==> config.mk <==
export PLATFORM = sky130hd
export DESIGN_NAME = life_generation_row_step_core
export DESIGN_NICKNAME = d
export VERILOG_FILES = /design/src/sv/lgrs_pkg.sv /design/src/sv/lgrs_lane.sv /design/src/sv/lgrs_row.sv /design/src/sv/life_generation_row_step_core.sv
export VERILOG_INCLUDE_DIRS = /design/src /design/src/sv
export SDC_FILE = /design/constraint.sdc
export NUM_CORES = 2
export LEC_CHECK = 0
export BUFFER_PORTS_ARGS = -buffer_cell sky130_fd_sc_hd__buf_2
export CORE_ASPECT_RATIO = 1.5
export CORE_MARGIN = 5
export CORE_UTILIZATION = 45
export DETAILED_ROUTE_END_ITERATION = 10
export PLACE_DENSITY = 0.74
export SYNTH_ARGS = -nofsm -noshare
export SYNTH_HDL_FRONTEND = slang
export SYNTH_SLANG_ARGS = --single-unit
export TNS_END_PERCENT = 100
==> constraint.sdc <==
create_clock -name i_clk -period 9.05 [get_ports i_clk]
set_input_delay 0.905 -clock i_clk [delete_from_list [all_inputs] [get_ports i_clk]]
set_output_delay 0.905 -clock i_clk [all_outputs]
set_load 0.02 [all_outputs]
==> src/sv/life_generation_row_step_core_macros.svh <==
// assertion macros for the life row step core
`ifndef LIFE_GENERATION_ROW_STEP_CORE_MACROS_SVH
`define LIFE_GENERATION_ROW_STEP_CORE_MACROS_SVH

// condition that holds at every clock edge out of reset
`define LGRS_ASSERT_ALWAYS(label, cond, msg) \
    label: assert property (@(posedge i_clk) disable iff (!i_rst_n) (cond)) else $error(msg);

// same-cycle implication
`define LGRS_ASSERT_IMP(label, pre, post, msg) \
    label: assert property (@(posedge i_clk) disable iff (!i_rst_n) (pre) |-> (post)) \
        else $error(msg);

// next-cycle implication
`define LGRS_ASSERT_NEXT(label, pre, post, msg) \
    label: assert property (@(posedge i_clk) disable iff (!i_rst_n) (pre) |=> (post)) \
        else $error(msg);

`endif

==> src/sv/lgrs_pkg.sv <==
// shared constants for the life row step core
package lgrs_pkg;

    localparam int MAX_COLS_DEF = 64;   // default grid width
    localparam int DATA_W       = 64;   // stream word width
    localparam int CFG_W        = 7;    // width register
    localparam int FIFO_DEPTH   = 4;    // result queue depth
    localparam int NBR_W        = 4;    // neighbour count width

    localparam logic [CFG_W-1:0] COLS_RESET    = 7'd64;
    localparam logic [NBR_W-1:0] BIRTH_COUNT   = 4'd3;
    localparam logic [NBR_W-1:0] SURVIVE_COUNT = 4'd2;

endpackage

==> src/sv/lgrs_lane.sv <==
// one cell of the b3/s23 rule
module lgrs_lane
    import lgrs_pkg::*;
(
    input  logic [2:0] i_up,
    input  logic [2:0] i_mid,
    input  logic [2:0] i_dn,
    output logic       o_next
);

    logic [NBR_W-1:0] nbr;

    always_comb begin
        nbr = NBR_W'(i_up[0]) + NBR_W'(i_up[1]) + NBR_W'(i_up[2])
            + NBR_W'(i_mid[0]) + NBR_W'(i_mid[2])
            + NBR_W'(i_dn[0]) + NBR_W'(i_dn[1]) + NBR_W'(i_dn[2]);
        o_next = (nbr == BIRTH_COUNT) || (i_mid[1] && (nbr == SURVIVE_COUNT));
    end

endmodule

==> src/sv/lgrs_row.sv <==
// row of parallel cell lanes with edge padding and width mask
module lgrs_row
    import lgrs_pkg::*;
#(
    parameter int MAX_COLS = MAX_COLS_DEF
) (
    input  logic [MAX_COLS-1:0] i_up,
    input  logic [MAX_COLS-1:0] i_mid,
    input  logic [MAX_COLS-1:0] i_dn,
    input  logic [MAX_COLS-1:0] i_mask,
    output logic [MAX_COLS-1:0] o_next
);

    logic [MAX_COLS+1:0] up_x;
    logic [MAX_COLS+1:0] mid_x;
    logic [MAX_COLS+1:0] dn_x;
    logic [MAX_COLS-1:0] lane_out;

    // dead cells left of column 0 and right of the last column
    assign up_x  = {1'b0, i_up, 1'b0};
    assign mid_x = {1'b0, i_mid, 1'b0};
    assign dn_x  = {1'b0, i_dn, 1'b0};

    for (genvar j = 0; j < MAX_COLS; j++) begin : g_lane
        lgrs_lane u_lane (
            .i_up  (up_x[j+2:j]),
            .i_mid (mid_x[j+2:j]),
            .i_dn  (dn_x[j+2:j]),
            .o_next(lane_out[j])
        );
    end

    assign o_next = lane_out & i_mask;

endmodule

==> src/sv/life_generation_row_step_core.sv <==
// life b3/s23 row step core: one generation over a streamed grid
// results: each accepted input word writes its results into the result queue, which is read out from its head
// throughput: one input word per cycle while the result queue has two free slots;
//   the master side moves one result word per cycle while m_axis_tready is high, and
//   a bottom row that follows a held row pushes two results
// reset: synchronous active low; width register returns to 64, queue empties, no row held
module life_generation_row_step_core
    import lgrs_pkg::*;
#(
    parameter int MAX_COLS = MAX_COLS_DEF
) (
    input  logic              i_clk,
    input  logic              i_rst_n,
    // width register write channel
    input  logic              i_cfg_valid,
    output logic              o_cfg_ready,
    input  logic [CFG_W-1:0]  i_cfg_data,     // cols_in_use
    // row input stream
    input  logic              s_axis_tvalid,
    output logic              s_axis_tready,
    input  logic [DATA_W-1:0] s_axis_tdata,   // row_cells
    input  logic              s_axis_tuser,   // first_row
    input  logic              s_axis_tlast,   // last_row
    // next-generation output stream
    output logic              m_axis_tvalid,
    input  logic              m_axis_tready,
    output logic [DATA_W-1:0] m_axis_tdata,   // next_cells
    output logic              m_axis_tlast    // final_row
);

`include "life_generation_row_step_core_macros.svh"

    localparam int PTR_W = $clog2(FIFO_DEPTH);
    localparam int CNT_W = $clog2(FIFO_DEPTH + 1);

    // width register
    logic [CFG_W-1:0]    r_cols;
    logic [CFG_W-1:0]    width;
    logic [MAX_COLS-1:0] mask;

    // row window: the row above the held one and the held row itself
    logic [MAX_COLS-1:0] r_above;
    logic [MAX_COLS-1:0] r_held;
    logic                r_pending;

    // result queue
    logic [MAX_COLS-1:0] r_q_cells [FIFO_DEPTH];
    logic                r_q_last  [FIFO_DEPTH];
    logic [PTR_W-1:0]    r_wr_ptr;
    logic [PTR_W-1:0]    r_rd_ptr;
    logic [CNT_W-1:0]    r_count;
    logic [CNT_W-1:0]    n_count;

    logic                in_acc;
    logic                out_acc;
    logic [MAX_COLS-1:0] in_row;
    logic [MAX_COLS-1:0] above_m;
    logic [MAX_COLS-1:0] held_m;
    logic                emit_held;
    logic [MAX_COLS-1:0] up_new;
    logic [MAX_COLS-1:0] next_held;
    logic [MAX_COLS-1:0] next_new;
    logic [MAX_COLS-1:0] slot0_cells;
    logic                slot0_last;
    logic [1:0]          n_push;

    // width in force: zero acts as one, anything past the lane count is clamped
    always_comb begin
        if (r_cols == '0) begin
            width = CFG_W'(1);
        end else if (r_cols > CFG_W'(MAX_COLS)) begin
            width = CFG_W'(MAX_COLS);
        end else begin
            width = r_cols;
        end
        for (int j = 0; j < MAX_COLS; j++) begin
            mask[j] = CFG_W'(j) < width;
        end
    end

    assign o_cfg_ready = 1'b1;

    always_ff @(posedge i_clk) begin
        if (!i_rst_n) begin
            r_cols <= COLS_RESET;
        end else if (i_cfg_valid && o_cfg_ready) begin
            r_cols <= i_cfg_data;
        end
    end

    // stored rows are re-masked with the width in force now
    assign in_row  = s_axis_tdata[MAX_COLS-1:0] & mask;
    assign above_m = r_above & mask;
    assign held_m  = r_held & mask;

    // a held row is owed its result unless a new grid begins
    assign emit_held = r_pending && !s_axis_tuser;
    assign up_new    = emit_held ? held_m : '0;

    // held row: above, held, new row below
    lgrs_row #(.MAX_COLS(MAX_COLS)) u_row_held (
        .i_up  (above_m),
        .i_mid (held_m),
        .i_dn  (in_row),
        .i_mask(mask),
        .o_next(next_held)
    );

    // new row as the bottom row: dead row below
    lgrs_row #(.MAX_COLS(MAX_COLS)) u_row_new (
        .i_up  (up_new),
        .i_mid (in_row),
        .i_dn  ('0),
        .i_mask(mask),
        .o_next(next_new)
    );

    // accept while two queue slots are free, so a word can land every cycle
    assign s_axis_tready = r_count <= CNT_W'(FIFO_DEPTH - 2);
    assign in_acc        = s_axis_tvalid && s_axis_tready;
    assign out_acc       = m_axis_tvalid && m_axis_tready;

    always_ff @(posedge i_clk) begin
        if (!i_rst_n) begin
            r_pending <= 1'b0;
        end else if (in_acc) begin
            r_pending <= !s_axis_tlast;
        end
    end

    always_ff @(posedge i_clk) begin
        if (in_acc) begin
            if (s_axis_tlast) begin
                r_above <= '0;
                r_held  <= '0;
            end else begin
                r_above <= up_new;
                r_held  <= in_row;
            end
        end
    end

    // merge: the held-row result goes first, the bottom-row result after it
    always_comb begin
        slot0_cells = emit_held ? next_held : next_new;
        slot0_last  = !emit_held;
        n_push      = 2'(emit_held) + 2'(s_axis_tlast);
        if (!in_acc) begin
            n_push = 2'd0;
        end
        n_count = r_count + CNT_W'(n_push) - CNT_W'(out_acc);
    end

    always_ff @(posedge i_clk) begin
        if (n_push != 2'd0) begin
            r_q_cells[r_wr_ptr] <= slot0_cells;
            r_q_last[r_wr_ptr]  <= slot0_last;
        end
        if (n_push == 2'd2) begin
            r_q_cells[r_wr_ptr + PTR_W'(1)] <= next_new;
            r_q_last[r_wr_ptr + PTR_W'(1)]  <= 1'b1;
        end
    end

    always_ff @(posedge i_clk) begin
        if (!i_rst_n) begin
            r_wr_ptr <= '0;
            r_rd_ptr <= '0;
            r_count  <= '0;
        end else begin
            r_wr_ptr <= r_wr_ptr + PTR_W'(n_push);
            if (out_acc) begin
                r_rd_ptr <= r_rd_ptr + PTR_W'(1);
            end
            r_count <= n_count;
        end
    end

    assign m_axis_tvalid = r_count != '0;
    assign m_axis_tdata  = DATA_W'(r_q_cells[r_rd_ptr]);
    assign m_axis_tlast  = r_q_last[r_rd_ptr];

    `LGRS_ASSERT_ALWAYS(a_count_bound, r_count <= CNT_W'(FIFO_DEPTH), "result queue overflow")
    `LGRS_ASSERT_NEXT(a_last_clears, in_acc && s_axis_tlast, !r_pending, "row still held after bottom row")
    `LGRS_ASSERT_NEXT(a_pop_only, out_acc && !in_acc, r_count == $past(r_count) - CNT_W'(1), "queue count slip on pop")
    `LGRS_ASSERT_NEXT(a_two_results, in_acc && emit_held && s_axis_tlast && !out_acc, r_count == $past(r_count) + CNT_W'(2), "bottom row lost a result")

endmodule
**Word level (Yosys, flattened, before mapping)**

Memory sizes are Yosys's and may differ from the RTL's. A register that Yosys moved wholly into a read port is not among the register bits.
Index checks and enable logic that the tools add are counted.

- Memories: 2
- Memory bits (writable): 260
- Flip-flop bits (word level): 143
- Logic and storage cells: 1313

- Add/subtract/negate cells: 698
- Eq/ne operators: 257
- Muxes and demuxes: 13
- Bitwise logic cells: 5
- Reductions and logical operators: 265
- Magnitude comparators: 66

Memory list:

| name | words | bits a word | read ports | clocked after Yosys merged registers in | write ports | line | source |
|---|---|---|---|---|---|---|---|
| r_q_cells | 4 | 64 | 1 | 1 | 2 | life_generation_row_step_core.sv:47 | `logic [MAX_COLS-1:0] r_q_cells [FIFO_DEPTH];` |
| r_q_last | 4 | 1 | 1 | 1 | 2 | life_generation_row_step_core.sv:48 | `logic r_q_last [FIFO_DEPTH];` |

Operators with widths:

| kind | count |
|---|---|
| adder 4 x 1 -> 4 bit | 565 |
| equality test 4 x 2 -> 1 bit (second input constant) | 254 |
| AND 64 bit | 5 |
| adder 1 x 1 -> 2 bit | 127 |
| less-than comparator 6 x 7 -> 1 bit (first input constant) | 32 |
| logical AND 1 bit | 131 |
| logical OR 1 bit | 128 |
| 2-to-1 mux 64 bit | 2 |
| less-than comparator 5 x 7 -> 1 bit (first input constant) | 16 |
| less-than comparator 4 x 7 -> 1 bit (first input constant) | 8 |
| less-than comparator 3 x 7 -> 1 bit (first input constant) | 4 |
| less-than comparator 1 x 7 -> 1 bit (first input constant) | 2 |
| less-than comparator 2 x 7 -> 1 bit (first input constant) | 2 |
| 2-to-1 mux 7 bit | 2 |
| 2-to-1 mux 2 bit | 5 |
| greater-than comparator 7 bit (second input constant) | 1 |
| zero test 7 bit | 1 |
| equality test 3 x 2 -> 1 bit (second input constant) | 2 |
| adder 2 x 1 -> 2 bit (second input constant) | 2 |
| 2-to-1 mux 1 bit | 4 |
| adder 2 x 1 -> 3 bit | 1 |
| adder 3 x 2 -> 3 bit | 1 |
| less-or-equal comparator 3 x 2 -> 1 bit (second input constant) | 1 |
| zero test 1 bit | 3 |
| 5 further kinds | 5 |

**Longest topological paths before layout**

- Depth after elaboration: 17
- Gate-level depth with buffers: 21
- Depth with buffers taken out: 18

**Modules after synthesis**

Synthesis repeated with hierarchy kept, for this count alone.

- Cells, all modules: 4543
- Area total of the unflattened synthesis: 45567.5 um2

Modules (own cells, without submodules):

| module | area an instance (um2) | cells an instance | times used | seq. area each (um2) |
|---|---|---|---|---|
| life_generation_row_step_core | 20365.8 | 1469 | 1 | 11951.5 |
| lgrs_lane (u_row_held.g_lane[0].u_lane ...) | 185.2 | 23 | 82 | 0.0 |
| lgrs_lane (u_row_held.g_lane[49].u_lane ...) | 200.2 | 23 | 46 | 0.0 |
| lgrs_row | 404.1 | 65 | 2 | 0.0 |

**Least setup slack after synthesis**

No wires, ideal clock.

- Kind: input port to flip-flop
- Start: input s_axis_tvalid
- End: register r_count[2]
- Stages on the path: 9
- Arrival: 8636 ps
- Buffers on the path: 1
- Library setup time: 115 ps
- Path slack: 299 ps
- Cells stage by stage: clkbuf_1 -> inv_1 -> nor2_1 -> nand2_1 -> ha_1 -> fa_1 -> xor2_1 -> xnor2_1 -> and2_1

- Word-level cells in the longest chain between the ends: 4

RTL lines:

| item | line | source |
|---|---|---|
| start, declared | life_generation_row_step_core.sv:19 | `input logic s_axis_tvalid,` |
| logical AND 1 bit | life_generation_row_step_core.sv:120 | `assign in_acc = s_axis_tvalid && s_axis_tready;` |
| net in_acc | life_generation_row_step_core.sv:54 | `logic in_acc;` |
| 2-to-1 mux 2 bit | life_generation_row_step_core.sv:148 | `if (!in_acc) begin` |
| adder 3 x 2 -> 3 bit | life_generation_row_step_core.sv:151 | `n_count = r_count + CNT_W'(n_push) - CNT_W'(out_acc);` |
| subtractor 3 x 1 -> 3 bit | life_generation_row_step_core.sv:151 |  |
| end signal, assigned | life_generation_row_step_core.sv:175 | `r_count <= n_count;` |
| end, declared | life_generation_row_step_core.sv:51 | `logic [CNT_W-1:0] r_count;` |

The timed path passes the listed nets, and every way through them passes these cells.
A chain may end at the register's enable or synchronous reset.

==> summary.md <==
| Metric | Value |
|---|---|
| Min Tclk post-route | `around 5800 ps` |
| Nets | `4419` |
| WP data required | `9350 ps` |
| Setup Fix Bufs, Post-CTS | `0` |
| TritonCTS buffer count | `43` |
| Post-synthesis async set-or-reset flop share | `0%` |
| # fillers | `between 7k and 8k` |
| Worst slew pin tran | `1240 ps` |
| FF-to-FF setup slack | `3270 ps` |
| Synth Flop Type | `edfxtp_1` |
| Clk_lat worst skew | `600 ps` |
| Syn_nets | `4326` |
| DRT Pass-1 Iters | `5` |
| Slew Limit Headroom | `approximately 17%` |
| Core Area | `roughly 81000 um2` |
| Setup tns final | `0 ps` |
| R2R Path End | `r_q_cells[2][57]` |
| Synth cell types | `98` |
| Gpl congestion | `0.971` |
| Via density per instance | `just over 6` |
| Initial antenna violation count | `7` |
| Post-synthesis compound-gate area fraction | `between 10% and 20%` |
| Largest family of logic cells by synthesized area | `adder cells` |
| Fmax | `roughly 170 MHz` |
| HP Start | `r_q_last[3]` |
| Path depth of the worst reg2reg path | `15` |
| CTS root buffer | `clkbuf_16` |
| Critical Path Fanout Max | `21` |
| Antenna Nets Post-Route | `0` |
| Routed WL | `roughly 110000 um` |
| Share of layout cells above drive strength 1 | `between 10% and 20%` |
| RSZ-0062 raised after global routing | `false` |
| Final Non-Filler Cells | `4774` |
| Effective utilization at floorplan | `around 45%` |
| Commonest cells after routing, fill and taps aside | `654 x inv_1, 384 x edfxtp_1, 346 x nor2_1` |
| CTS Buffer Depth | `3` |
| Post-Syn Area | `around 37000 um2` |
| Crit-path max cell delay | `920 ps` |
| Most used routing layer | `met2` |
| TritonCTS clock tree | `built` |
| Crit-path cells | `nor2_1, buf_4, o21ai_1, nand2_1, xnor2_1, fa_1, fa_1, inv_1, xnor2_1, ha_1, a31oi_1, fa_1, nor2b_1, o211ai_1, o22ai_1` |
| Most common cell after layout, fill and taps aside | `inv_1` |
| Clock Pin Slew Worst Setup and Hold Paths | `70 ps` |
| DR iter-0 viols | `approximately 2.7k` |
| Worst hold stages | `2` |
| Peak VDD IR | `0.000158 V` |
| Flop pwr share | `a little over a quarter` |
| PortBufs | `144` |
| CP Class | `reg -> reg` |
| Final hold vios | `0` |
| Max Cap Viol | `0` |
| Largest net degree at the start of global routing | `about 130` |
| Grt ovf | `0` |
| Finished Core Util | `roughly half` |
| Pwr/cell area | `238 nW/um2` |
| Simple-gate share of the synthesized area | `about an eighth` |
| H-Tree Depth | `2` |
| Area Growth Syn to Fin | `8.81%` |
| Placed insts | `4694` |
| Number of synthesized register bits | `a little over 400` |
| Grt met2 use | `44.5%` |
| Routed len/inst | `23.6 um` |
| Post-CTS Resized | `0` |
| Final worst path period share | `a little under two thirds` |
| Multi-input logic area | `~22000 um2` |
| Crit start category | `flop` |
| Internal Power | `between 5 and 6 mW` |
| Met1 usage | `a little over a quarter` |
| Via count | `about 29k` |
| Sink Count | `roughly 410` |
| Post-Syn Area per Cell | `~10 um2` |
| Crit end category | `flop` |
| Sw Share | `between 40 and 50%` |
| Clock share of power | `roughly 20%` |
| Comb power frac | `between 50% and 60%` |
| First-pass GRT wire length | `171000 um` |
| Die X | `244 um` |
| Worst r2r src | `r_cols[1]` |
| Status | `finished, final reports clean` |
| Sequential element share of the synthesized area | `between 30% and 40%` |
| Gr usage total | `25.0%` |
| Die area | `88100 um2` |
| Post-synthesis cell count | `between 3k and 4k` |
| Critical Path Slowest Stage Cell | `dfxtp_1` |
| Drt drc | `0` |
| Synth Warn # | `0` |
| IO Pins | `around 150` |
| Clock skew | `~19 ps` |
| Post-synth EDFFs | `384` |
| Chip Height | `~360 um` |
| Worst Path Arrival | `around 6100 ps` |
| Synth Area in XOR/XNOR | `2.44%` |
| Endpoints failing setup | `0` |
| Worst path most repeated cell | `fa_1` |
| Vias in the first global route | `between 30k and 40k` |
| Slew Viols, Final | `0` |
| Mux contribution to synthesized area | `~5.2%` |
| # rows | `roughly 130` |
| Leak | `17.9 nW` |
| HP Class | `reg -> reg` |
| Adder-Cell Fraction of Synth Area | `between 20 and 30%` |
| Reg area | `roughly 12000 um2` |
| CTS Hold Bufs | `0` |
| Hold Path Sink | `r_q_last[3]` |
| Net switching power | `4.05 mW` |
| Met3 Use GR | `around 4.8%` |
| Detailed placer's ending HPWL | `a little over 80000 um` |
-- worst max-delay path by stage --
stage                   from                to  slack [ps]  depth (start not counted)
4_1_cts            r_cols[1]  r_q_cells[2][57]        3270                         15
3_3_place_gp       r_cols[1]  r_q_cells[2][57]        3410                         15
3_5_place_dp       r_cols[1]  r_q_cells[2][57]        3300                         15
5_1_grt            r_cols[1]  r_q_cells[2][57]        2910                         17
6_report           r_cols[1]  r_q_cells[2][57]        3270                         15
2_1_floorplan  s_axis_tvalid        r_count[2]         300                          9
-- metrics by stage --
step                power, mW  setup slack (ps)  instance area, um2  hold slack [ps]
CTS                      9.57              3270               40200              512
floorplan                6.29               299               36900              460
finish                   9.56              3270               40200              511
global placement         7.44              3410               38800              488
detailed placement       7.66              3300               38800              504
global route             10.3              2910               40200              547
-- cell families (layout without fill, tap and decap cells) --
family	count (synthesis)	in the layout
AOI/OAI and AO/OA	591	591
xor gates and xnor gates	103	103
adders and majority gates	642	642
buffers and inverters	790	917
DFF	405	405
muxes	110	110
other	1	2
and+or+nand+nor	964	964
-- power by group through the flow --
stage          clock, mW  sequential (mW)  combinational, mW
4_1_cts             1.90             2.55               5.13
3_5_place_dp           0             2.59               5.07
6_report            1.90             2.55               5.12
3_3_place_gp           0             2.58               4.86
5_1_grt             1.96             2.57               5.75
2_1_floorplan          0             2.54               3.76
-- synthesized netlist by cell type (all sizes together), types with 11 or more instances --
library cell | instances | area share [%]
o22ai | 172 | 2.9
ha | 313 | 11
a21oi | 82 | 1.2
mux2 | 19 | 0.58
mux2i | 26 | 0.70
and2 | 14 | 0.24
nor3 | 46 | 0.72
fa | 329 | 18
nand2b | 22 | 0.37
nor4 | 18 | 0.32
xnor2 | 66 | 1.6
a31oi | 26 | 0.44
buf | 65 | 1.0
o21ai | 114 | 1.6
nor2 | 353 | 3.6
a211oi | 21 | 0.43
o211ai | 22 | 0.46
nor2b | 41 | 0.69
mux4 | 65 | 4.0
xor2 | 37 | 0.88
a32o | 11 | 0.30
o31ai | 14 | 0.34
nor4b | 18 | 0.55
and3 | 14 | 0.24
edfxtp | 384 | 31
dfxtp | 21 | 1.1
a2111oi | 11 | 0.36
nand4 | 12 | 0.20
nand2 | 293 | 3.0
o2111ai | 47 | 1.1
nand3 | 88 | 1.2
inv | 657 | 6.7
clkbuf | 68 | 0.69
nor3b | 11 | 0.22
-- critical path: cells and delay by family (launching register included) --
| family | cells | cell delay, ps |
|---|---|---|
| AO/OA/AOI/OAI | 4 | 1280 |
| buffers and inverters | 2 | 360 |
| flip-flops | 1 | 920 |
| adder cells (fa/ha/maj) | 4 | 1580 |
| XOR/XNOR | 2 | 440 |
| AND/OR/NAND/NOR | 3 | 890 |
-- per-layer routing --
metal / routed length [um] / share of wire, %
met1: 38400 / 34
met2: 56200 / 50
met3: 9110 / 8.1
met4: 8750 / 7.8
met5: 76 / 0.068
-- area by class of cell --
cell class,count,share of cell area (%)
clock inverters,22,0.607
flip-flops and latches,405,29.8
clock buffers,57,2.99
diodes,1,0.00622
repair buffers,181,2.52
inverters,657,6.14
well taps,1040,3.24
multi-input cells,2411,54.8
-- registers in the layout (all words and copies together), names as in the netlist, named ones only --
name,flops
r_q_cells,256
r_above,64
r_held,64
r_cols,7
r_q_last,4
r_count,3
r_rd_ptr,2
r_wr_ptr,2
r_pending,1
(Power assumes the default switching activity.)
